--- src/sv/dsps_pkg.sv ---
// Shared types and constants of the deadband stepper position servo.
// Used by dsps_apb_regs, dsps_classify, dsps_core and the top level.
package dsps_pkg;

    // Command field width and full-scale command (100 percent in Q7.8)
    localparam int CMD_W = 15;
    localparam logic [CMD_W-1:0] FULL_Q8 = 15'd25600;

    // Deadband of 2 percent in Q7.8 is 512, a shift by nine
    localparam int DEADBAND_SHIFT = 9;

    // Configuration port geometry
    localparam int ADDR_W = 5;
    localparam int DATA_W = 32;

    // Register indexes, byte address is 4 * index
    typedef enum logic [2:0] {
        REG_POSITION_MIN    = 3'd0,
        REG_POSITION_MAX    = 3'd1,
        REG_LIMIT_MIN       = 3'd2,
        REG_LIMIT_MAX       = 3'd3,
        REG_DIRECTION_INVERT = 3'd4
    } reg_idx_t;

    // Error class against the deadband
    typedef enum logic [1:0] {
        CLS_HOLD = 2'd0,
        CLS_FWD  = 2'd1,
        CLS_REV  = 2'd2
    } cls_t;

    // Result item, step_pulse in the lowest bit
    typedef struct packed {
        logic move_done;
        logic driver_enable;
        logic direction_level;
        logic step_pulse;
    } result_t;

    localparam int RESULT_W = 4;

endpackage

--- src/sv/stepper_deadband_position_servo_top.sv ---
// Top level of the deadband bang-bang stepper position servo.
// Depends on dsps_pkg, dsps_apb_regs and dsps_core.
//
//   port group | direction | carries
//   -----------+-----------+------------------------------------------------
//   s_*        | in        | tick: start flag, command percent, lever sample
//   m_*        | out       | step pulse, direction, enable, move done
//   p*         | in/out    | APB register access
//
// One tick is accepted per cycle while s_tready is high; its result goes from
// the input register through the classifier multiplier into the result
// register and is then presented on m_*.
// s_tready drops only while both registers hold a tick and m_tready is low.
// Reset is synchronous on aresetn low and clears the move state and both
// valid flags.
module stepper_deadband_position_servo_top #(
    parameter int POSITION_BITS  = 12,
    parameter int REFRESH_PERIOD = 5
) (
    input  logic                        aclk,
    input  logic                        aresetn,
    // start_req
    input  logic                        s_tuser,
    // [14:0] commanded_percent, [POSITION_BITS+14:15] position, zero fill
    input  logic [((dsps_pkg::CMD_W + POSITION_BITS + 7) / 8) * 8 - 1:0] s_tdata,
    input  logic                        s_tvalid,
    output logic                        s_tready,
    // [0] step_pulse, [1] direction_level, [2] driver_enable, [3] move_done
    output logic [7:0]                  m_tdata,
    output logic                        m_tvalid,
    input  logic                        m_tready,
    input  logic                        psel,
    input  logic                        penable,
    input  logic                        pwrite,
    input  logic [dsps_pkg::ADDR_W-1:0] paddr,
    input  logic [dsps_pkg::DATA_W-1:0] pwdata,
    output logic [dsps_pkg::DATA_W-1:0] prdata,
    output logic                        pready
);
    import dsps_pkg::*;

    logic [POSITION_BITS-1:0] position_min, position_max;
    logic [POSITION_BITS-1:0] limit_min, limit_max;
    logic                     direction_invert;
    result_t                  result;

    dsps_apb_regs #(
        .POSITION_BITS(POSITION_BITS)
    ) u_regs (
        .aclk             (aclk),
        .aresetn          (aresetn),
        .psel             (psel),
        .penable          (penable),
        .pwrite           (pwrite),
        .paddr            (paddr),
        .pwdata           (pwdata),
        .prdata           (prdata),
        .pready           (pready),
        .position_min     (position_min),
        .position_max     (position_max),
        .limit_min        (limit_min),
        .limit_max        (limit_max),
        .direction_invert (direction_invert)
    );

    dsps_core #(
        .POSITION_BITS  (POSITION_BITS),
        .REFRESH_PERIOD (REFRESH_PERIOD)
    ) u_core (
        .aclk             (aclk),
        .aresetn          (aresetn),
        .in_valid         (s_tvalid),
        .in_ready         (s_tready),
        .in_start         (s_tuser),
        .in_cmd           (s_tdata[CMD_W-1:0]),
        .in_pos           (s_tdata[CMD_W+POSITION_BITS-1:CMD_W]),
        .out_valid        (m_tvalid),
        .out_ready        (m_tready),
        .out_result       (result),
        .position_min     (position_min),
        .position_max     (position_max),
        .limit_min        (limit_min),
        .limit_max        (limit_max),
        .direction_invert (direction_invert)
    );

    // Pack the result flags, step_pulse lowest
    assign m_tdata = {(8 - RESULT_W)'(0), result};

endmodule

--- src/sv/dsps_apb_regs.sv ---
// APB configuration registers of the stepper position servo.
// Depends on dsps_pkg for register indexes and port widths.
module dsps_apb_regs #(
    parameter int POSITION_BITS = 12
) (
    input  logic                        aclk,
    input  logic                        aresetn,
    input  logic                        psel,
    input  logic                        penable,
    input  logic                        pwrite,
    input  logic [dsps_pkg::ADDR_W-1:0] paddr,
    input  logic [dsps_pkg::DATA_W-1:0] pwdata,
    output logic [dsps_pkg::DATA_W-1:0] prdata,
    output logic                        pready,
    output logic [POSITION_BITS-1:0]    position_min,
    output logic [POSITION_BITS-1:0]    position_max,
    output logic [POSITION_BITS-1:0]    limit_min,
    output logic [POSITION_BITS-1:0]    limit_max,
    output logic                        direction_invert
);
    import dsps_pkg::*;

    logic [POSITION_BITS-1:0] position_min_reg, position_max_reg;
    logic [POSITION_BITS-1:0] limit_min_reg, limit_max_reg;
    logic                     direction_invert_reg;
    logic                     wr_en;
    logic [2:0]               reg_sel;

    assign pready  = 1'b1;
    assign wr_en   = psel && penable && pwrite && pready;
    assign reg_sel = paddr[ADDR_W-1:2];

    // Write the addressed register at the access cycle
    always_ff @(posedge aclk) begin
        if (!aresetn) begin
            position_min_reg     <= '0;
            position_max_reg     <= '1;
            limit_min_reg        <= '0;
            limit_max_reg        <= '1;
            direction_invert_reg <= 1'b0;
        end else if (wr_en) begin
            unique case (reg_sel)
                REG_POSITION_MIN:     position_min_reg <= pwdata[POSITION_BITS-1:0];
                REG_POSITION_MAX:     position_max_reg <= pwdata[POSITION_BITS-1:0];
                REG_LIMIT_MIN:        limit_min_reg    <= pwdata[POSITION_BITS-1:0];
                REG_LIMIT_MAX:        limit_max_reg    <= pwdata[POSITION_BITS-1:0];
                REG_DIRECTION_INVERT: direction_invert_reg <= pwdata[0];
                default: ;
            endcase
        end
    end

    // Read back the addressed register
    always_comb begin
        unique case (reg_sel)
            REG_POSITION_MIN:     prdata = DATA_W'(position_min_reg);
            REG_POSITION_MAX:     prdata = DATA_W'(position_max_reg);
            REG_LIMIT_MIN:        prdata = DATA_W'(limit_min_reg);
            REG_LIMIT_MAX:        prdata = DATA_W'(limit_max_reg);
            REG_DIRECTION_INVERT: prdata = DATA_W'(direction_invert_reg);
            default:              prdata = '0;
        endcase
    end

    assign position_min     = position_min_reg;
    assign position_max     = position_max_reg;
    assign limit_min        = limit_min_reg;
    assign limit_max        = limit_max_reg;
    assign direction_invert = direction_invert_reg;

endmodule

--- src/sv/dsps_classify.sv ---
// Error classifier: compares command against lever percent by cross-multiplication.
// Depends on dsps_pkg for the full-scale constant, deadband shift and class codes.
module dsps_classify #(
    parameter int POSITION_BITS = 12
) (
    input  logic [dsps_pkg::CMD_W-1:0] target,
    input  logic [POSITION_BITS-1:0]   position,
    input  logic [POSITION_BITS-1:0]   position_min,
    input  logic [POSITION_BITS-1:0]   position_max,
    output dsps_pkg::cls_t             cls
);
    import dsps_pkg::*;

    localparam int PW = POSITION_BITS + CMD_W;
    localparam int W  = PW + 2;

    logic [POSITION_BITS-1:0] num, den;
    logic [PW-1:0]            prod, full_scaled;
    logic signed [W-1:0]      diff, band;

    // Pick the lever fraction num/den, clamped to 0..1
    always_comb begin
        priority if (position > position_max) begin
            num = POSITION_BITS'(1);
            den = POSITION_BITS'(1);
        end else if (position > position_min) begin
            num = position - position_min;
            den = position_max - position_min;
        end else begin
            num = '0;
            den = POSITION_BITS'(1);
        end
    end

    // Cross-multiply: target*den against full scale*num
    assign prod        = PW'(target) * PW'(den);
    assign full_scaled = PW'(num) * PW'(FULL_Q8);
    assign diff        = $signed(W'(prod)) - $signed(W'(full_scaled));
    assign band        = $signed(W'(den) << DEADBAND_SHIFT);

    // Classify against the deadband on each side
    always_comb begin
        priority if (diff > band)
            cls = CLS_FWD;
        else if (diff < -band)
            cls = CLS_REV;
        else
            cls = CLS_HOLD;
    end

endmodule

--- src/sv/dsps_core.sv ---
// Servo core: input register, move state and result register with stream handshake.
// Depends on dsps_pkg and dsps_classify.
module dsps_core #(
    parameter int POSITION_BITS  = 12,
    parameter int REFRESH_PERIOD = 5
) (
    input  logic                        aclk,
    input  logic                        aresetn,
    input  logic                        in_valid,
    output logic                        in_ready,
    input  logic                        in_start,
    input  logic [dsps_pkg::CMD_W-1:0]  in_cmd,
    input  logic [POSITION_BITS-1:0]    in_pos,
    output logic                        out_valid,
    input  logic                        out_ready,
    output dsps_pkg::result_t           out_result,
    input  logic [POSITION_BITS-1:0]    position_min,
    input  logic [POSITION_BITS-1:0]    position_max,
    input  logic [POSITION_BITS-1:0]    limit_min,
    input  logic [POSITION_BITS-1:0]    limit_max,
    input  logic                        direction_invert
);
    import dsps_pkg::*;

    localparam int TICK_W = $clog2(REFRESH_PERIOD + 1);
    localparam logic [TICK_W-1:0] TICK_ONE = TICK_W'(1);
    localparam logic [TICK_W-1:0] TICK_END = TICK_W'(REFRESH_PERIOD);

    // Input register
    logic                     in_valid_reg, in_valid_next;
    logic                     start_reg;
    logic [CMD_W-1:0]         cmd_reg;
    logic [POSITION_BITS-1:0] pos_reg;

    // Result register
    logic    out_valid_reg, out_valid_next;
    result_t result_reg, result_next;

    // Move state
    logic              active_reg, active_next;
    logic              forward_reg, forward_next;
    logic [CMD_W-1:0]  held_target_reg, held_target_next;
    cls_t              error_class_reg, error_class_next;
    logic [TICK_W-1:0] tick_count_reg, tick_count_next;

    logic             in_fire, advance;
    logic [CMD_W-1:0] cmd_sat, target;
    cls_t             cls;

    // Handshake: input stage empties into the result register when it is free
    assign advance   = in_valid_reg && (!out_valid_reg || out_ready);
    assign in_ready  = !in_valid_reg || advance;
    assign in_fire   = in_valid && in_ready;
    assign out_valid = out_valid_reg;
    assign out_result = result_reg;

    assign cmd_sat = (cmd_reg > FULL_Q8) ? FULL_Q8 : cmd_reg;
    assign target  = start_reg ? cmd_sat : held_target_reg;

    dsps_classify #(
        .POSITION_BITS(POSITION_BITS)
    ) u_classify (
        .target       (target),
        .position     (pos_reg),
        .position_min (position_min),
        .position_max (position_max),
        .cls          (cls)
    );

    // Step one tick of the servo
    always_comb begin
        logic              act0, fwd0, done0, refresh, ok;
        cls_t              ec0, ec1;
        logic [TICK_W-1:0] tc0;

        act0  = active_reg;
        fwd0  = forward_reg;
        ec0   = error_class_reg;
        tc0   = tick_count_reg;
        done0 = 1'b0;
        ok    = 1'b0;
        refresh = 1'b0;

        held_target_next = held_target_reg;
        active_next      = active_reg;
        forward_next     = forward_reg;
        error_class_next = error_class_reg;
        tick_count_next  = tick_count_reg;
        result_next      = result_reg;

        // Start a move, or refuse it
        if (start_reg) begin
            ec0 = cls;
            tc0 = TICK_ONE;
            priority if (cls == CLS_FWD && pos_reg <= limit_max) begin
                fwd0 = 1'b1;
                act0 = 1'b1;
            end else if (cls == CLS_REV && pos_reg >= limit_min) begin
                fwd0 = 1'b0;
                act0 = 1'b1;
            end else begin
                act0  = 1'b0;
                done0 = 1'b1;
            end
        end
        ec1 = ec0;

        // Run the move: refresh the error on the period, step while clear
        if (act0) begin
            refresh = (tc0 >= TICK_END);
            ec1 = refresh ? cls : ec0;
            if (fwd0)
                ok = (ec1 == CLS_FWD) && (pos_reg <= limit_max);
            else
                ok = (ec1 == CLS_REV) && (pos_reg > limit_min);
            tc0 = refresh ? TICK_ONE : tc0 + TICK_ONE;
        end

        if (advance) begin
            held_target_next = target;
            active_next      = act0 && ok;
            forward_next     = fwd0;
            error_class_next = ec1;
            tick_count_next  = tc0;
            result_next.step_pulse      = act0 && ok;
            result_next.direction_level = fwd0 ? direction_invert : !direction_invert;
            result_next.driver_enable   = act0 && ok;
            result_next.move_done       = done0 || (act0 && !ok);
        end
    end

    assign in_valid_next  = in_fire ? 1'b1 : (advance ? 1'b0 : in_valid_reg);
    assign out_valid_next = advance ? 1'b1 : (out_ready ? 1'b0 : out_valid_reg);

    // Control and state registers
    always_ff @(posedge aclk) begin
        if (!aresetn) begin
            in_valid_reg    <= 1'b0;
            out_valid_reg   <= 1'b0;
            active_reg      <= 1'b0;
            forward_reg     <= 1'b0;
            held_target_reg <= '0;
            error_class_reg <= CLS_HOLD;
            tick_count_reg  <= TICK_ONE;
        end else begin
            in_valid_reg    <= in_valid_next;
            out_valid_reg   <= out_valid_next;
            active_reg      <= active_next;
            forward_reg     <= forward_next;
            held_target_reg <= held_target_next;
            error_class_reg <= error_class_next;
            tick_count_reg  <= tick_count_next;
        end
    end

    // Payload registers
    always_ff @(posedge aclk) begin
        if (in_fire) begin
            start_reg <= in_start;
            cmd_reg   <= in_cmd;
            pos_reg   <= in_pos;
        end
        result_reg <= result_next;
    end

endmodule
--- config.mk ---
export PLATFORM = sky130hd
export DESIGN_NAME = stepper_deadband_position_servo_top
export DESIGN_NICKNAME = d
export VERILOG_FILES = /design/src/sv/dsps_pkg.sv /design/src/sv/stepper_deadband_position_servo_top.sv /design/src/sv/dsps_apb_regs.sv /design/src/sv/dsps_classify.sv /design/src/sv/dsps_core.sv
export SDC_FILE = /design/constraint.sdc
export NUM_CORES = 1
export LEC_CHECK = 0
export ABC_AREA = 1
export BUFFER_PORTS_ARGS = -buffer_cell sky130_fd_sc_hd__buf_2
export CAP_MARGIN = 40
export CORE_MARGIN = 1.5
export CORE_UTILIZATION = 45
export CTS_CLUSTER_SIZE = 14
export DETAILED_ROUTE_END_ITERATION = 10
export HOLD_SLACK_MARGIN = 0.12
export SYNTH_ARGS = -nofsm -noshare
export SYNTH_HDL_FRONTEND = slang
export SYNTH_SLANG_ARGS = --single-unit
--- constraint.sdc ---
create_clock -name aclk -period 15.31 [get_ports aclk]
set_clock_uncertainty 0.1 [all_clocks]
set_input_delay 2.2965 -clock aclk [delete_from_list [all_inputs] [get_ports aclk]]
set_output_delay 2.2965 -clock aclk [all_outputs]
set_load 0.005 [all_outputs]
# Word-level counts from Yosys, hierarchy flattened
# Index checks and enable logic that the tools add are counted.
[word_totals]
register_bits = 104
in_bits = 77
output_inout_bits = 43
wordCells = 98
[op_classes]
add_sub_neg = 5
mul = 2
order_cmp = 9
n_eq_ne = 8
n_mux = 31
reduce_logical = 25
[op_table]
columns = ["op", "n"]
rows = [
  ["12-bit case mux with 5 select lines", 1],
  ["12-bit 2-to-1 mux", 4],
  ["12-bit > comparator", 3],
  ["15-bit 2-to-1 mux", 2],
  ["28-bit by 29-bit < comparator with 1-bit output", 1],
  ["21-bit negator with 29-bit output", 1],
  ["28-bit by 22-bit > comparator with 1-bit output", 1],
  ["27-bit by 27-bit subtractor with 28-bit output", 1],
  ["15-bit by 12-bit multiplier with 27-bit output", 1],
  ["12-bit subtractor", 2],
  ["12-bit by 5-bit multiplier with 17-bit output (second input constant)", 1],
  ["1-bit 2-to-1 mux", 16],
  ["15-bit > comparator (second input constant)", 1],
  ["12-bit greater-or-equal comparator", 1],
  ["12-bit less-or-equal comparator", 1],
  ["1-bit logical AND", 10],
  ["2-bit 2-to-1 mux", 5],
  ["2-bit AND reduction", 5],
  ["3-bit 2-to-1 mux", 3],
  ["3-bit by 2-bit equality test with 1-bit output (second input constant)", 2],
  ["2-bit by 1-bit equality test with 1-bit output (second input constant)", 2],
  ["2-bit equality test (second input constant)", 2],
  ["1-bit logical NOT", 4],
  ["2-bit nonzero test", 2],
  ["other kinds (6)", 8],
]

# Longest topological paths before layout
[depth]
depth_word = 18
depth_mapped = 62
depth_no_buf = 62

# By module
# A second synthesis with hierarchy kept.
[unflattened]
cells_unflattened = 2180
hier_area_um2 = 15972.8
[modules_own_cells]
columns = ["module", "n_inst", "cells_each", "area_each_um2", "seq_area_each_um2"]
rows = [
  ["dsps_classify", 1, 1402, 10116.0, 0.0],
  ["dsps_core", 1, 377, 3283.1, 1411.4],
  ["dsps_apb_regs", 1, 396, 2539.9, 980.9],
  ["stepper_deadband_position_servo_top", 1, 5, 33.8, 0.0],
]

# Least setup slack after synthesis
# No wires, ideal clock.
[synth_timing]
path_type = "reg2reg"
start = "register u_core.pos_reg[0]"
end = "register u_core.result_reg, in the netlist u_core.out_result[0], data pin"
setup_ns = 0.251
arrival_ns = 9.275
required_ns = 14.959
path_slack_ns = 5.684
path_stages_with_launch = 58
n_path_buf = 1
period_less_slack_ns = 9.626
path_cell_list = "edfxtp_1 inv_1 ha_1 fa_1 inv_1 nand3_2 nand2_2 nand2_2 nand3_2 nand2_4 inv_4 nand2_8 buf_6 nor2_1 ha_1 ha_1 fa_1 ha_1 (+22 left out) a211oi_1 o21ai_0 o211ai_1 nand2_1 nand2_1 nand2_1 nand2_1 nand2_1 nand2_1 nand3_2 nand2_2 nand4_1 nand2_1 nand2_1 nand2_1 nand2_2 nand3_2 inv_1"
[synth_via]
elab_chain_cells = 16
word_cells_on_any_way = 37
classes_between = "add/sub: 3; mul: 2; order compare: 7; eq/ne: 4; mux: 16; reduce/logical: 5"
[synth_lines]
columns = ["item", "line_no", "rtl"]
rows = [
  ["start, declared", "dsps_core.sv:33", "logic [POSITION_BITS-1:0] pos_reg;"],
  ["start signal, assigned", "dsps_core.sv:161", "pos_reg <= in_pos;"],
  ["12-bit > comparator or 12-bit subtractor (tied branches)", "dsps_classify.sv:26, dsps_classify.sv:27", ""],
  ["12-bit 2-to-1 mux", "dsps_classify.sv:26", "end else if (position > position_min) begin"],
  ["12-bit 2-to-1 mux", "dsps_classify.sv:23", "priority if (position > position_max) begin"],
  ["15-bit by 12-bit multiplier with 27-bit output or 12-bit by 5-bit multiplier with 17-bit output (tied branches)", "dsps_classify.sv:36, dsps_classify.sv:37", ""],
  ["27-bit by 27-bit subtractor with 28-bit output", "dsps_classify.sv:38", "assign diff = $signed(W'(prod)) - $signed(W'(full_scaled));"],
  ["28-bit by 29-bit < comparator with 1-bit output", "dsps_classify.sv:45", "else if (diff < -band)"],
  ["2-bit 2-to-1 mux", "dsps_classify.sv:45", ""],
  ["2-bit 2-to-1 mux", "dsps_classify.sv:43", "priority if (diff > band)"],
  ["2-bit equality test", "dsps_core.sv:98", "end else if (cls == CLS_REV && pos_reg >= limit_min) begin"],
  ["1-bit logical AND", "dsps_core.sv:98", ""],
  ["1-bit 2-to-1 mux", "dsps_core.sv:98", ""],
  ["1-bit 2-to-1 mux", "dsps_core.sv:95", "priority if (cls == CLS_FWD && pos_reg <= limit_max) begin"],
  ["1-bit 2-to-1 mux", "dsps_core.sv:92", "if (start_reg) begin"],
  ["1-bit 2-to-1 mux", "dsps_core.sv:112", "if (fwd0)"],
  ["1-bit 2-to-1 mux", "dsps_core.sv:109", "if (act0) begin"],
  ["1-bit logical AND (*)", "dsps_core.sv:125", "result_next.step_pulse = act0 && ok;"],
  ["end signal, assigned", "dsps_core.sv:163", "result_reg <= result_next;"],
  ["end, declared", "dsps_core.sv:37", "result_t result_reg, result_next;"],
]
# Mark *: on every way between the ends. The rest lies on a longest branch, timed or not.
# A chain may end at the register's enable or synchronous reset.

# Final worst setup path
# Same ends and word-level chain as after synthesis.

==> results.yml <==
run_status:
  status: "finished clean"
synthesis:
  synthArstFlopShare: 0
  yosys-top-cells-area: "fa_1 (21%), ha_1 (16%), inv_1 (10%), dfxtp_1 (9.6%), nand2_1 (9.5%)"
  ys_types: 50
  synth_top_flop_cell: "dfxtp_1"
  seq_area_frac_synth: 0.158
  synth_area_mm2: 0.0152
  avgSynthCellArea_um2: 7.56
  synth_edf_count: 31
  netlist_instances: 2008
  synth_area_leader_cell: "fa_1"
  synth_top_area_share: 0.211
  ys_warn_count: 0
  ys_seq_elements: 104
timing:
  max_freq_ghz: 0.0913
  worstMarginPinSlew_ns: 0.908
  finalCritPeriodShare: 0.715
  hold_viol_final: 0
  tns_ns: 0
  slew_headroom: 0.394
  period_minus_slack_ns: 10.95
  setup_viol: 0
  maxSlewViolCount: 0
  rsz0062_at_grt: "false"
layout:
  mostFrequentLayoutCell: "inv_1"
  final_cell_mix: "inv_1 (424), nand2_1 (383), ha_1 (195), nor2_1 (190), fa_1 (160)"
  area_growth_pct: 6.71
  diodes: 0
  layout-drive-gt1-share: 0.0805
  fillers: 3366
  fin_nets: 2490
routing:
  drt_wl_total_mm: 39.1
  via_per_inst: 5.09
  drt_iter0_drc: 722
  dr_total_vias: 12800
  wl_per_cell_um: 15.6
  dr.pass1.iters: 5
  ant_nets: 0
  drc: 0
worst_setup_path:
  worst-path-buf-inv: 8
  worstSetupStartpointType: "flop"
  worstPathArrival_ns: 10.96
  path_depth: 52
  crit_path_top_delay_cell: "fa_1"
  cp_top_family: "adder cells"
  slowest_delay_ns: 0.55
  cp.required_ns: 15.33
  worstSetupPathType: "flop to flop"
  r2r_cells: 52
  critPathMaxFanout: 15
  critPathCaptureType: "flop"
global_routing:
  grt_util_all_layers: 0.229
  antenna_found_initial: 0
  grt_pass1_wl_mm: 64.1
  grt-ovfl-total: 0
  grt_max_degree: 52
  grt_pass1_vias: 12700
hold_path:
  min_path_cells: 2
  min_path_type: "flop to flop"
cts:
  cts-root-buf: "clkbuf_16"
  tritoncts: "done"
  clkLatencyLatePin_ns: 0.36
  cts_setup_buffers: 0
  clk_pin_slew_ns: 0.07
  cts_buffer_depth: 2
  post_cts_resize_count: 0
  cts_sinks: 104
  cts.hold.buffers_added: 0
  cts_buffers: 9
  htree_levels: 3
floorplanning:
  die_w_um: 187
  ios: 120
  initial_core_util: 0.455
  rows: 67
  dieHeight_um: 187
  die_area_mm2: 0.0348
  core_mm2: 0.0334
placement:
  dp_hpwl_mm: 32.7
  port_buffers: 67
  place.gp.congestion: 0.918
flow_run:
  max-cap-violations: 0
## cell usage after synthesis, types with 26 or more instances
| cell type | count |
|---|---|
| fa_1 | 160 |
| buf_4 | 26 |
| ha_1 | 195 |
| xor2_1 | 31 |
| edfxtp_1 | 31 |
| clkbuf_1 | 37 |
| nand2_1 | 383 |
| inv_1 | 424 |
| a21oi_1 | 111 |
| o21ai_0 | 71 |
| o211ai_1 | 26 |
| nand3_1 | 42 |
| dfxtp_1 | 73 |
| nor2_1 | 190 |
## layer usage
layer / vias to the layer above / global-route usage / share of wire
met5: - / 0 / 0
met4: 0 / 0.0465 / 0.013
met3: 29 / 0.0214 / 0.059
met2: 340 / 0.388 / 0.46
met1: 6069 / 0.320 / 0.47
li1: 6336 / - / -
## metrics by stage
stage	cell area (µm²)	std cells	setup WS [ns]	utilization	hold slack, ns
5_1_grt	16200	2511	3.49	0.485	0.391
6_report	16200	2511	4.36	0.485	0.370
3_3_place_gp	15900	2488	4.51	0.476	0.350
2_1_floorplan	15300	2031	5.68	-	0.341
3_5_place_dp	15900	2495	4.36	0.477	0.355
4_1_cts	16200	2511	4.36	0.485	0.366
## worst paths after layout
kind | slack (ns) | startpoint | to
max reg2reg | 4.36 | u_core.pos_reg[0] | u_core.out_result[0]
min | 0.37 | u_core.error_class_reg[1] | u_core.error_class_reg[1]
min reg2reg | 0.37 | u_core.error_class_reg[1] | u_core.error_class_reg[1]
max | 4.36 | u_core.pos_reg[0] | u_core.out_result[0]
## cell type report
class                      count  area, µm²  share of cell area
multi-input combinational   1417      10800               0.669
inverter                     440       1660               0.102
clock buffer                  10        229              0.0141
tap                          448        561              0.0346
clock inverter                 6       36.3             0.00224
sequential                   104       2390               0.148
timing repair buffer          86        478              0.0295
## cell families after synthesis
family	count (synthesis)	share of synthesized area
simple gates	713	0.203
other cells	2	0.000495
fa+ha+maj	355	0.372
xor+xnor	50	0.0289
buf+inv	510	0.134
compound gates	274	0.104
flops	104	0.158
## tightest hold or removal path: cells and delay by family, from the launching register on
family	cells	cell delay, ns
flip-flops	1	0.31
AO/OA/AOI/OAI	1	0.05
AND/OR/NAND/NOR	1	0.06
Power is left out: the tool's default activity adds up to more than one toggle a clock period on the data nets, which glitch-free logic cannot reach.
